$ cat config.mk
export PLATFORM = sky130hd
export DESIGN_NAME = sort_entries_by_key_top
export DESIGN_NICKNAME = d
export VERILOG_FILES = /design/src/rtl/srt_pkg.sv /design/src/rtl/srt_ctrl.sv /design/src/rtl/srt_datapath.sv /design/src/rtl/sort_entries_by_key_top.sv
export SDC_FILE = /design/constraint.sdc
export NUM_CORES = 1
export LEC_CHECK = 0
export BUFFER_PORTS_ARGS = -buffer_cell sky130_fd_sc_hd__buf_2
export CELL_PAD_IN_SITES_DETAIL_PLACEMENT = 1
export CELL_PAD_IN_SITES_GLOBAL_PLACEMENT = 1
export CORE_UTILIZATION = 55
export CTS_CLUSTER_SIZE = 30
export DETAILED_ROUTE_END_ITERATION = 10
export PLACE_DENSITY = 0.8
export RECOVER_POWER = 25
export SLEW_MARGIN = 10
export SYNTH_ARGS = -nofsm -noshare
export SYNTH_HDL_FRONTEND = slang
export SYNTH_HIERARCHICAL = 1
export SYNTH_SLANG_ARGS = --single-unit
$ cat constraint.sdc
create_clock -name clk_i -period 9.2 [get_ports clk_i]
set_clock_uncertainty 0.1 [all_clocks]
set_input_delay 0.92 -clock clk_i [delete_from_list [all_inputs] [get_ports clk_i]]
set_output_delay 0.92 -clock clk_i [all_outputs]
set_load 0.03 [all_outputs]
$ cat src/rtl/srt_pkg.sv
// Shared types and constants for the key-ordered record sorter.
`timescale 1ns / 1ps

package srt_pkg;

  // Fixed widths of the transaction fields.
  localparam int unsigned KEY_W = 32;
  localparam int unsigned IDX_W = 5;

  // Defaults for the top-level parameters.
  localparam int unsigned CAPACITY_DEF = 32;
  localparam int unsigned KEY_BITS_DEF = 32;

  // Controller states: loading records, scanning the store, giving one result.
  typedef enum logic [1:0] {
    ST_LOAD,
    ST_SCAN,
    ST_EMIT
  } state_e;

  // Commands from the controller to the datapath.
  typedef struct packed {
    logic load;        // store the accepted record, or note it as dropped
    logic start_scan;  // clear the read pointer and the running minimum
    logic scan_run;    // step the scan through the stored records
    logic emit;        // present the running minimum as a result
  } cmd_t;

  // Status from the datapath to the controller.
  typedef struct packed {
    logic scan_done;    // every stored record has been compared
    logic last_result;  // the result now being given ends the batch
  } sts_t;

endpackage

$ cat src/rtl/srt_ctrl.sv
// Controller state machine of the key-ordered record sorter.
`timescale 1ns / 1ps

module srt_ctrl
  import srt_pkg::*;
(
  input  logic clk_i,
  input  logic rst_ni,
  input  logic start_i,
  input  logic batch_last_i,
  input  sts_t sts_i,
  output cmd_t cmd_o,
  output logic busy_o,
  output logic result_valid_o
);

  state_e state_q, state_d;

  // State register.
  always_ff @(posedge clk_i or negedge rst_ni) begin
    if (!rst_ni) begin
      state_q <= ST_LOAD;
    end else begin
      state_q <= state_d;
    end
  end

  // Next state and commands.
  always_comb begin
    state_d        = state_q;
    cmd_o          = '0;
    busy_o         = 1'b1;
    result_valid_o = 1'b0;
    unique case (state_q)
      ST_LOAD: begin
        busy_o = 1'b0;
        if (start_i) begin
          cmd_o.load = 1'b1;
          if (batch_last_i) begin
            cmd_o.start_scan = 1'b1;
            state_d          = ST_SCAN;
          end
        end
      end
      ST_SCAN: begin
        cmd_o.scan_run = 1'b1;
        if (sts_i.scan_done) begin
          state_d = ST_EMIT;
        end
      end
      ST_EMIT: begin
        cmd_o.emit       = 1'b1;
        cmd_o.start_scan = 1'b1;
        result_valid_o   = 1'b1;
        state_d          = sts_i.last_result ? ST_LOAD : ST_SCAN;
      end
      default: begin
        state_d = ST_LOAD;
      end
    endcase
  end

`ifndef SYNTH
  // A result strobe always lasts a single cycle, as a scan or the load state follows each one.
  a_strobe_single : assert property (@(posedge clk_i) disable iff (!rst_ni)
    result_valid_o |=> !result_valid_o)
    else $error("result strobe held for more than one cycle");
`endif

endmodule

$ cat src/rtl/srt_datapath.sv
// Datapath of the key-ordered record sorter: record memory, scan and minimum search.
`timescale 1ns / 1ps

module srt_datapath
  import srt_pkg::*;
#(
  parameter int unsigned CAPACITY = CAPACITY_DEF,
  parameter int unsigned KEY_BITS = KEY_BITS_DEF
) (
  input  logic             clk_i,
  input  logic             rst_ni,
  input  cmd_t             cmd_i,
  input  logic [KEY_W-1:0] sort_key_i,
  input  logic [IDX_W-1:0] payload_index_i,
  output sts_t             sts_o,
  output logic [KEY_W-1:0] sorted_key_o,
  output logic [IDX_W-1:0] sorted_index_o,
  output logic             run_last_o,
  output logic             overflowed_o
);

  localparam int unsigned AW = $clog2(CAPACITY);
  localparam int unsigned CW = $clog2(CAPACITY + 1);
  localparam int unsigned RW = KEY_BITS + IDX_W;

  // Record memory, no reset: only entries written in this batch are read.
  logic [RW-1:0] mem_q [CAPACITY];

  logic [CW-1:0]       count_q, rd_ptr_q, emitted_q;
  logic                ovf_q, dv_q, best_valid_q, last_valid_q;
  logic [RW-1:0]       rd_q;
  logic [AW-1:0]       pos_q;
  logic [KEY_BITS-1:0] best_key_q, last_key_q;
  logic [IDX_W-1:0]    best_idx_q;
  logic [AW-1:0]       best_pos_q, last_pos_q;

  logic                      full, issue, above_last, better, take;
  logic [KEY_BITS-1:0]       key_in, rd_key;
  logic [KEY_BITS+KEY_W-1:0] key_in_ext;
  logic [KEY_W+KEY_BITS-1:0] key_out_ext;

  // Key width conversion between the port and the stored record.
  assign key_in_ext  = {{KEY_BITS{1'b0}}, sort_key_i};
  assign key_in      = key_in_ext[KEY_BITS-1:0];
  assign key_out_ext = {{KEY_W{1'b0}}, best_key_q};

  assign full   = (count_q >= CW'(CAPACITY));
  assign issue  = cmd_i.scan_run && (rd_ptr_q < count_q);
  assign rd_key = rd_q[RW-1:IDX_W];

  // Order is by key and then by arrival position, which keeps equal keys stable.
  assign above_last = !last_valid_q || ({rd_key, pos_q} > {last_key_q, last_pos_q});
  assign better     = !best_valid_q || ({rd_key, pos_q} < {best_key_q, best_pos_q});
  assign take       = dv_q && above_last && better;

  // Memory write port and registered read port.
  always_ff @(posedge clk_i) begin
    if (cmd_i.load && !full) begin
      mem_q[count_q[AW-1:0]] <= {key_in, payload_index_i};
    end
    if (issue) begin
      rd_q  <= mem_q[rd_ptr_q[AW-1:0]];
      pos_q <= rd_ptr_q[AW-1:0];
    end
  end

  // Control registers: fill count, overflow, scan pointer and valid flags.
  always_ff @(posedge clk_i or negedge rst_ni) begin
    if (!rst_ni) begin
      count_q      <= '0;
      ovf_q        <= 1'b0;
      rd_ptr_q     <= '0;
      dv_q         <= 1'b0;
      best_valid_q <= 1'b0;
      last_valid_q <= 1'b0;
      emitted_q    <= '0;
    end else begin
      if (cmd_i.load) begin
        if (full) begin
          ovf_q <= 1'b1;
        end else begin
          count_q <= count_q + CW'(1);
        end
      end
      if (cmd_i.start_scan) begin
        rd_ptr_q     <= '0;
        dv_q         <= 1'b0;
        best_valid_q <= 1'b0;
      end else begin
        dv_q <= issue;
        if (issue) begin
          rd_ptr_q <= rd_ptr_q + CW'(1);
        end
        if (take) begin
          best_valid_q <= 1'b1;
        end
      end
      if (cmd_i.emit) begin
        if (sts_o.last_result) begin
          count_q      <= '0;
          ovf_q        <= 1'b0;
          last_valid_q <= 1'b0;
          emitted_q    <= '0;
        end else begin
          last_valid_q <= 1'b1;
          emitted_q    <= emitted_q + CW'(1);
        end
      end
    end
  end

  // Running minimum and the record last given out.
  always_ff @(posedge clk_i) begin
    if (!cmd_i.start_scan && take) begin
      best_key_q <= rd_key;
      best_idx_q <= rd_q[IDX_W-1:0];
      best_pos_q <= pos_q;
    end
    if (cmd_i.emit) begin
      last_key_q <= best_key_q;
      last_pos_q <= best_pos_q;
    end
  end

  // Status and result fields.
  assign sts_o.scan_done   = (rd_ptr_q == count_q) && !dv_q;
  assign sts_o.last_result = ((emitted_q + CW'(1)) == count_q);
  assign sorted_key_o      = key_out_ext[KEY_W-1:0];
  assign sorted_index_o    = best_idx_q;
  assign run_last_o        = sts_o.last_result;
  assign overflowed_o      = ovf_q;

`ifndef SYNTH
  // A result is only given once the scan has found a record.
  a_emit_has_best : assert property (@(posedge clk_i) disable iff (!rst_ni)
    cmd_i.emit |-> best_valid_q)
    else $error("result given without a found record");

  // The fill count never passes the store capacity.
  a_count_bound : assert property (@(posedge clk_i) disable iff (!rst_ni)
    count_q <= CW'(CAPACITY))
    else $error("record count beyond capacity");

  // The final result of a batch empties the store and clears the overflow flag.
  a_batch_clear : assert property (@(posedge clk_i) disable iff (!rst_ni)
    cmd_i.emit && sts_o.last_result |=> (count_q == '0) && !ovf_q)
    else $error("store not cleared after the final result");
`endif

endmodule

$ cat src/rtl/sort_entries_by_key_top.sv
// Top level of the key-ordered record sorter.
`timescale 1ns / 1ps

// Records (key and payload index) are taken one per cycle while busy_o is low,
// at each edge where start_i is high; the record with batch_last_i high ends the
// batch. Records beyond CAPACITY are dropped and every result of that batch then
// has overflowed_o set. After the last record busy_o rises and the n stored
// records come back in ascending key order, equal keys in arrival order, one per
// result_valid_o strobe of a single cycle, with run_last_o on the final one.
// The receiver cannot stall: each result must be taken in its strobe cycle.
// For each result the single read port of the record memory is swept once over
// all n records to find the next smallest: the n reads, the compare of the last
// record read, a check that the scan has finished, and then the result is given.
// busy_o falls again after the final result of the batch.
module sort_entries_by_key_top
  import srt_pkg::*;
#(
  parameter int unsigned CAPACITY = CAPACITY_DEF,
  parameter int unsigned KEY_BITS = KEY_BITS_DEF
) (
  input  logic             clk_i,
  input  logic             rst_ni,
  input  logic             start_i,
  output logic             busy_o,
  input  logic [KEY_W-1:0] sort_key_i,
  input  logic [IDX_W-1:0] payload_index_i,
  input  logic             batch_last_i,
  output logic             result_valid_o,
  output logic [KEY_W-1:0] sorted_key_o,
  output logic [IDX_W-1:0] sorted_index_o,
  output logic             run_last_o,
  output logic             overflowed_o
);

  cmd_t cmd;
  sts_t sts;

  // Controller.
  srt_ctrl u_ctrl (
    .clk_i          (clk_i),
    .rst_ni         (rst_ni),
    .start_i        (start_i),
    .batch_last_i   (batch_last_i),
    .sts_i          (sts),
    .cmd_o          (cmd),
    .busy_o         (busy_o),
    .result_valid_o (result_valid_o)
  );

  // Datapath.
  srt_datapath #(
    .CAPACITY (CAPACITY),
    .KEY_BITS (KEY_BITS)
  ) u_datapath (
    .clk_i           (clk_i),
    .rst_ni          (rst_ni),
    .cmd_i           (cmd),
    .sort_key_i      (sort_key_i),
    .payload_index_i (payload_index_i),
    .sts_o           (sts),
    .sorted_key_o    (sorted_key_o),
    .sorted_index_o  (sorted_index_o),
    .run_last_o      (run_last_o),
    .overflowed_o    (overflowed_o)
  );

endmodule
# Word level (Yosys, flattened, before mapping)
# Memories as Yosys holds them, arrays and structs flattened. A register that Yosys moved wholly into a read port is not among the register bits.
# Index checks and enable logic that the tools add are counted.
[classes] add_sub_neg=3 n_lt_le_gt_ge=4 eq_ne=7 muxes=29 n_reduce_logical=17
[op_table] operator="2-to-1 mux 6 bit" n=7
[op_table] operator="> comparator 37 bit" n=1
[op_table] operator="< comparator 37 bit" n=1
[op_table] operator="adder 6 x 1 -> 6 bit, second input constant" n=3
[op_table] operator="2-to-1 mux 1 bit" n=16
[op_table] operator="equality test 6 bit" n=2
[op_table] operator="2-to-1 mux 2 bit" n=4
[op_table] operator=">= comparator 6 bit, second input constant" n=1
[op_table] operator="logical AND 1 bit" n=6
[op_table] operator="< comparator 6 bit" n=1
[op_table] operator="!= test 2 bit, second input constant" n=3
[op_table] operator="one-hot mux 2 bit (3 select lines)" n=1
[op_table] operator="logical NOT 1 bit" n=5
[op_table] operator="nonzero test 2 bit" n=2
[op_table] operator="AND reduction 3 bit" n=1
[op_table] operator="equality test 2 x 1 -> 1 bit, second input constant" n=1
[op_table] operator="equality test 2 bit, second input constant" n=1
[op_table] operator="logical NOT 2 bit" n=1
[op_table] operator="logical OR 1 bit" n=2
[op_table] operator="one-hot mux 1 bit (2 select lines)" n=1
[totals] reg_bits=108 mem_bits_rw=1184 inputBits=41 out_inout_bits=41 word_cells=75 memories=1
[mem_list] name="u_datapath.mem_q" words=32 word_bits=37 read_ports=1 rd_ports_with_merged_regs=1 write_ports=1 line="srt_datapath.sv:27" source="logic [RW-1:0] mem_q [CAPACITY];"

# Depth between registers and ports, before layout
[depth] depth_word=6 ltp_mapped=12 mapped_depth_nobuf=8

# By module
# The synthesis kept the hierarchy.
[by_module_without_submodules] module="srt_datapath" instances=1 cells_per_inst=2256 area_each_um2=51727.1 seq_area_each_um2=39738.1
[by_module_without_submodules] module="srt_ctrl" instances=1 cells_per_inst=16 area_each_um2=136.4 seq_area_each_um2=50.0

# Worst setup path after synthesis
# OpenSTA, ideal clock, no wires.
[synth_timing] path_kind="flip-flop to flip-flop" startpoint="register u_datapath.rd_q[35] (read register of u_datapath.mem_q)" endpoint="register u_datapath.best_pos_q[0] (enable)" setup_time_ps=511 arrival_time_ps=4860 required_time_ps=8589 setup_slack_ps=3730 path_stages_with_launch=8 n_path_buf=0 synth_period_minus_slack_ps=5470 cell_sequence="edfxtp_1 ha_1 nand4_1 nor4_1 nand3_1 a31oi_1 o21ai_0 a221oi_1"
[synth_via] elab_chain_cells=5 elab_cells_between_ends=7 classes_between="2 x order compare; 5 x reduce/logical"
[synth_lines] element="start: declaration" line="srt_datapath.sv:31" source="logic [RW-1:0] rd_q;"
[synth_lines] element="> comparator 37 bit" line="srt_datapath.sv:52" source="assign above_last = !last_valid_q || ({rd_key, pos_q} > {last_key_q, last_pos_q});"
[synth_lines] element="logical OR 1 bit" line="srt_datapath.sv:52"
[synth_lines] element="logical AND 1 bit" line="srt_datapath.sv:54" source="assign take = dv_q && above_last && better;"
[synth_lines] element="logical AND 1 bit *" line="srt_datapath.sv:54"
[synth_lines] element="logical AND 1 bit *" line="srt_datapath.sv:114" source="if (!cmd_i.start_scan && take) begin"
[synth_lines] element="end signal: assignment" line="srt_datapath.sv:117" source="best_pos_q <= pos_q;"
[synth_lines] element="end: declaration" line="srt_datapath.sv:35" source="logic [AW-1:0] best_pos_q, last_pos_q;"
# Every way passes the cells marked *; elsewhere a longest branch is shown, timed or not.
# A chain may end at the register's enable or synchronous reset.

# Worst setup path after layout
[layout_timing] startpoint="register u_datapath.rd_q[36] (read register of u_datapath.mem_q)" endpoint="register u_datapath.best_idx_q[3] (netlist: u_datapath/sorted_index_o[3]) (enable)"
[layout_via] elab_chain_cells=5 elab_cells_between_ends=7 classes_between="2 x order compare; 5 x reduce/logical"
[layout_lines] element="> comparator 37 bit" line="srt_datapath.sv:52"
[layout_lines] element="logical OR 1 bit" line="srt_datapath.sv:52"
[layout_lines] element="logical AND 1 bit" line="srt_datapath.sv:54"
[layout_lines] element="logical AND 1 bit *" line="srt_datapath.sv:54"
[layout_lines] element="logical AND 1 bit *" line="srt_datapath.sv:114"
[layout_lines] element="end signal: assignment" line="srt_datapath.sv:116" source="best_idx_q <= rd_q[IDX_W-1:0];"
[layout_lines] element="end: declaration" line="srt_datapath.sv:34" source="logic [IDX_W-1:0] best_idx_q;"
# Marked as above.

==> impl_metrics.yaml <==
timing:
  setup_viol: 0
  drv_slew: 0
  worst_slack_ps: 4780
  fin_crit_sh: 0.480
  hold_viol_final: 0
  rsz0062_at_grt: "no"
  finalSetupTns_ps: 0
  max_slew.worst_pin.slew_ps: 1350
  max_slew_margin: 0.103
  min_period_ps: 4420
  max_freq_mhz: 226
synth:
  synth_cell_types: 52
  synth_top_cell_by_area: "edfxtp_1"
  synth_common_cells: "1,305 x edfxtp_1, 370 x mux4_2, 85 x ha_1, 85 x inv_1, 60 x nor2_1"
  synth.most_common_cell: "edfxtp_1"
  ys_ff_latch: 1329
  synth_ff_type: "edfxtp_1"
  yosys-top-cells-area: "edfxtp_1 76%, mux4_2 16%, ha_1 2.1%"
  syn_nets: 2398
  synth_top_cell_area_share: 0.756
  synthCells: 2272
  yosysWarningCount: 6
  synth-edff-count: 1305
  async_reset_ff_frac: 0.0181
  netlist_area_mm2: 0.0519
  avgSynthCellArea_um2: 22.8
  seq_area_frac_synth: 0.767
global_route:
  grt.total_usage: 0.303
  grt-ovfl-total: 0
  grt_pass1_wl_um: 197000
  grt_start_max_net_pins: 185
  antenna_found_initial: 8
  first_global_vias: 26700
cts:
  cts_setup_buffers: 0
  clock-sinks: 1329
  numCtsBuffers: 132
  cts_tree: "yes"
  cts-root-buf: "clkbuf_16"
  post_cts_resized: 0
  h-tree-depth: 4
  insertion_delay_ps: 750
  clk_path_buf_depth: 3
  cts.hold.buffers_added: 0
  clk_pin_slew_worst_paths_ps: 60
power:
  power_density_mw_per_mm2: 306
  p_leak_nw: 18.6
  peakVddDrop_mv: 0.307
  finalPower_w: 0.0178
floorplanning:
  die_area_mm2: 0.0955
  io_pins: 82
  fp.dieH_um: 309
  initial_core_util: 0.556
  die_w_um: 309
  rows: 112
  core_mm2: 0.0933
detailed_routing:
  vias: 25400
  wl_per_cell_um: 37.2
  post_drt_via_cell_ratio: 6.70
  drc: 0
  firstDrtPassIters: 7
  drtAntennaViolNets: 0
  drtIter0Drc: 3552
  routed_wirelength_um: 141000
place:
  dp_cells: 3557
  dp.final_hpwl_um: 67000
  finalWeightedCongestion: 0.795
  pre_cts_ws_ps: 4900
  place.port_buffers: 81
setup_path:
  crit_chain: "ha_1, nand4_1, nor4_1, nand3_1, a31oi_1, o21ai_0, a221oi_4, buf_4"
  crit_type: "register to register"
  cp_top_family: "compound AO/OA/AOI/OAI gates"
  critPathBufInv: 1
  cp_max_fo: 22
  cp_slowest_cell: "a221oi_4"
  end_kind: "register"
  crit_arrival_ps: 4720
  cp.required_ps: 9500
  cpPeakStageDelay_ps: 940
  startpoint_type: "register"
  regToRegSetupSlack_ps: 4780
cells_and_area:
  final_layout_size_suffix_gt1_frac: 0.288
  fillers: 7575
  stdcell_count: 3791
  post-route-util: 0.623
  area_growth_pct: 12.1
  fin_nets: 2563
run_status:
  outcome: "finished clean"
min_path:
  hold_path.class: "register to register"
job:
  drv_cap: 0
==> cells in the final DEF (no fill, tap or decap), drive strengths merged, types with 3 or more instances in the layout <==
master / instances
a21o: 6
a21oi: 39
a221oi: 3
a31oi: 3
and2: 4
buf: 107
bufinv: 8
clkbuf: 187
clkinv: 55
dfrtp: 24
edfxtp: 1305
ha: 85
inv: 89
mux2: 38
mux4: 370
nand2: 35
nand3: 23
nand4: 13
nor2: 60
nor2b: 9
nor3: 6
o21a: 3
o21ai: 15
o2bb2ai: 3
xnor2: 10
xor2: 6
==> power by group <==
group	total, W	internal (W)	switching, W
registers	0.00769	0.00719	0.000492
logic	0.00486	0.00225	0.00261
clock network	0.00526	0.00296	0.00229
total	0.0178	0.0124	0.00540
==> logic make-up (layout without fill, tap and decap cells) <==
kind of cell | count (synthesis) | in the layout | share of synthesized area
compound gates | 86 | 86 | 0.0103
fa+ha+maj | 85 | 85 | 0.0205
buf+inv | 184 | 447 | 0.0157
mux | 409 | 409 | 0.169
xor+xnor | 16 | 16 | 0.00270
other cells | 0 | 2 | 0
flops | 1329 | 1329 | 0.767
simple gates | 163 | 163 | 0.0146
==> worst register-to-register path, cell delays in order, from the launching register on <==
cell,delay [ps]
edfxtp_1,480
ha_1,370
nand4_1,200
nor4_1,910
nand3_1,180
a31oi_1,190
o21ai_0,160
a221oi_4,940
buf_4,500
==> metrics by stage <==
| stage | hold slack [ps] | cell area, um^2 |
|---|---|---|
| finish | 335 | 58100 |
| global route | 340 | 58100 |
| CTS | 50.2 | 58100 |
| detailed placement | 314 | 54000 |
| global placement | 318 | 54000 |
| floorplan | 300 | 51900 |
==> worst paths after layout <==
| kind | to | from | depth (start not counted) |
|---|---|---|---|
| max | u_datapath/sorted_index_o[3]$_DFFE_PP_ | u_datapath/rd_q[36]$_DFFE_PP_ | 8 |
| min | u_datapath/sorted_index_o[3]$_DFFE_PP_ | u_datapath/rd_q[3]$_DFFE_PP_ | 0 |
| max reg2reg | u_datapath/sorted_index_o[3]$_DFFE_PP_ | u_datapath/rd_q[36]$_DFFE_PP_ | 8 |
| min reg2reg | u_datapath/sorted_index_o[3]$_DFFE_PP_ | u_datapath/rd_q[3]$_DFFE_PP_ | 0 |
| max in group asynchronous | u_datapath/rd_ptr_q[4]$_DFFE_PN0P_ | rst_ni | 1 |
| min in group asynchronous | u_datapath/emitted_q[1]$_DFFE_PN0P_ | rst_ni | 1 |
==> state kept, by name (all words and copies together) (netlist names), 2 cells and up <==
name and count:
u_datapath/mem_q 1184, u_ctrl/state_q 2, u_datapath/last_key_q 32, u_datapath/best_pos_q 5
u_datapath/rd_ptr_q 6, u_datapath/last_pos_q 5, u_datapath/pos_q 5, u_datapath/sorted_index_o 5
u_datapath/emitted_q 6, u_datapath/count_q 6, u_datapath/sorted_key_o 32, u_datapath/rd_q 37
==> area by class of cell <==
class / instances / area, um^2 / area share
flip-flops and latches: 1329 / 39800 / 0.685
well taps: 1254 / 1570 / 0.0270
clock buffers: 165 / 3550 / 0.0612
diodes: 2 / 5.00 / 0.0000861
inverters: 86 / 323 / 0.00555
multi-input cells: 759 / 11500 / 0.198
repair buffers: 129 / 763 / 0.0131
clock inverters: 67 / 569 / 0.00980
==> layer usage <==
| metal | routed length, um | track usage | part of all wire |
|---|---|---|---|
| met1 | 50000 | 0.394 | 0.35 |
| met3 | 16900 | 0.0916 | 0.12 |
| met5 | 41 | 0 | 0.00029 |
| met2 | 69300 | 0.489 | 0.49 |
| met4 | 4690 | 0.107 | 0.033 |
(Power assumes the default switching activity.)
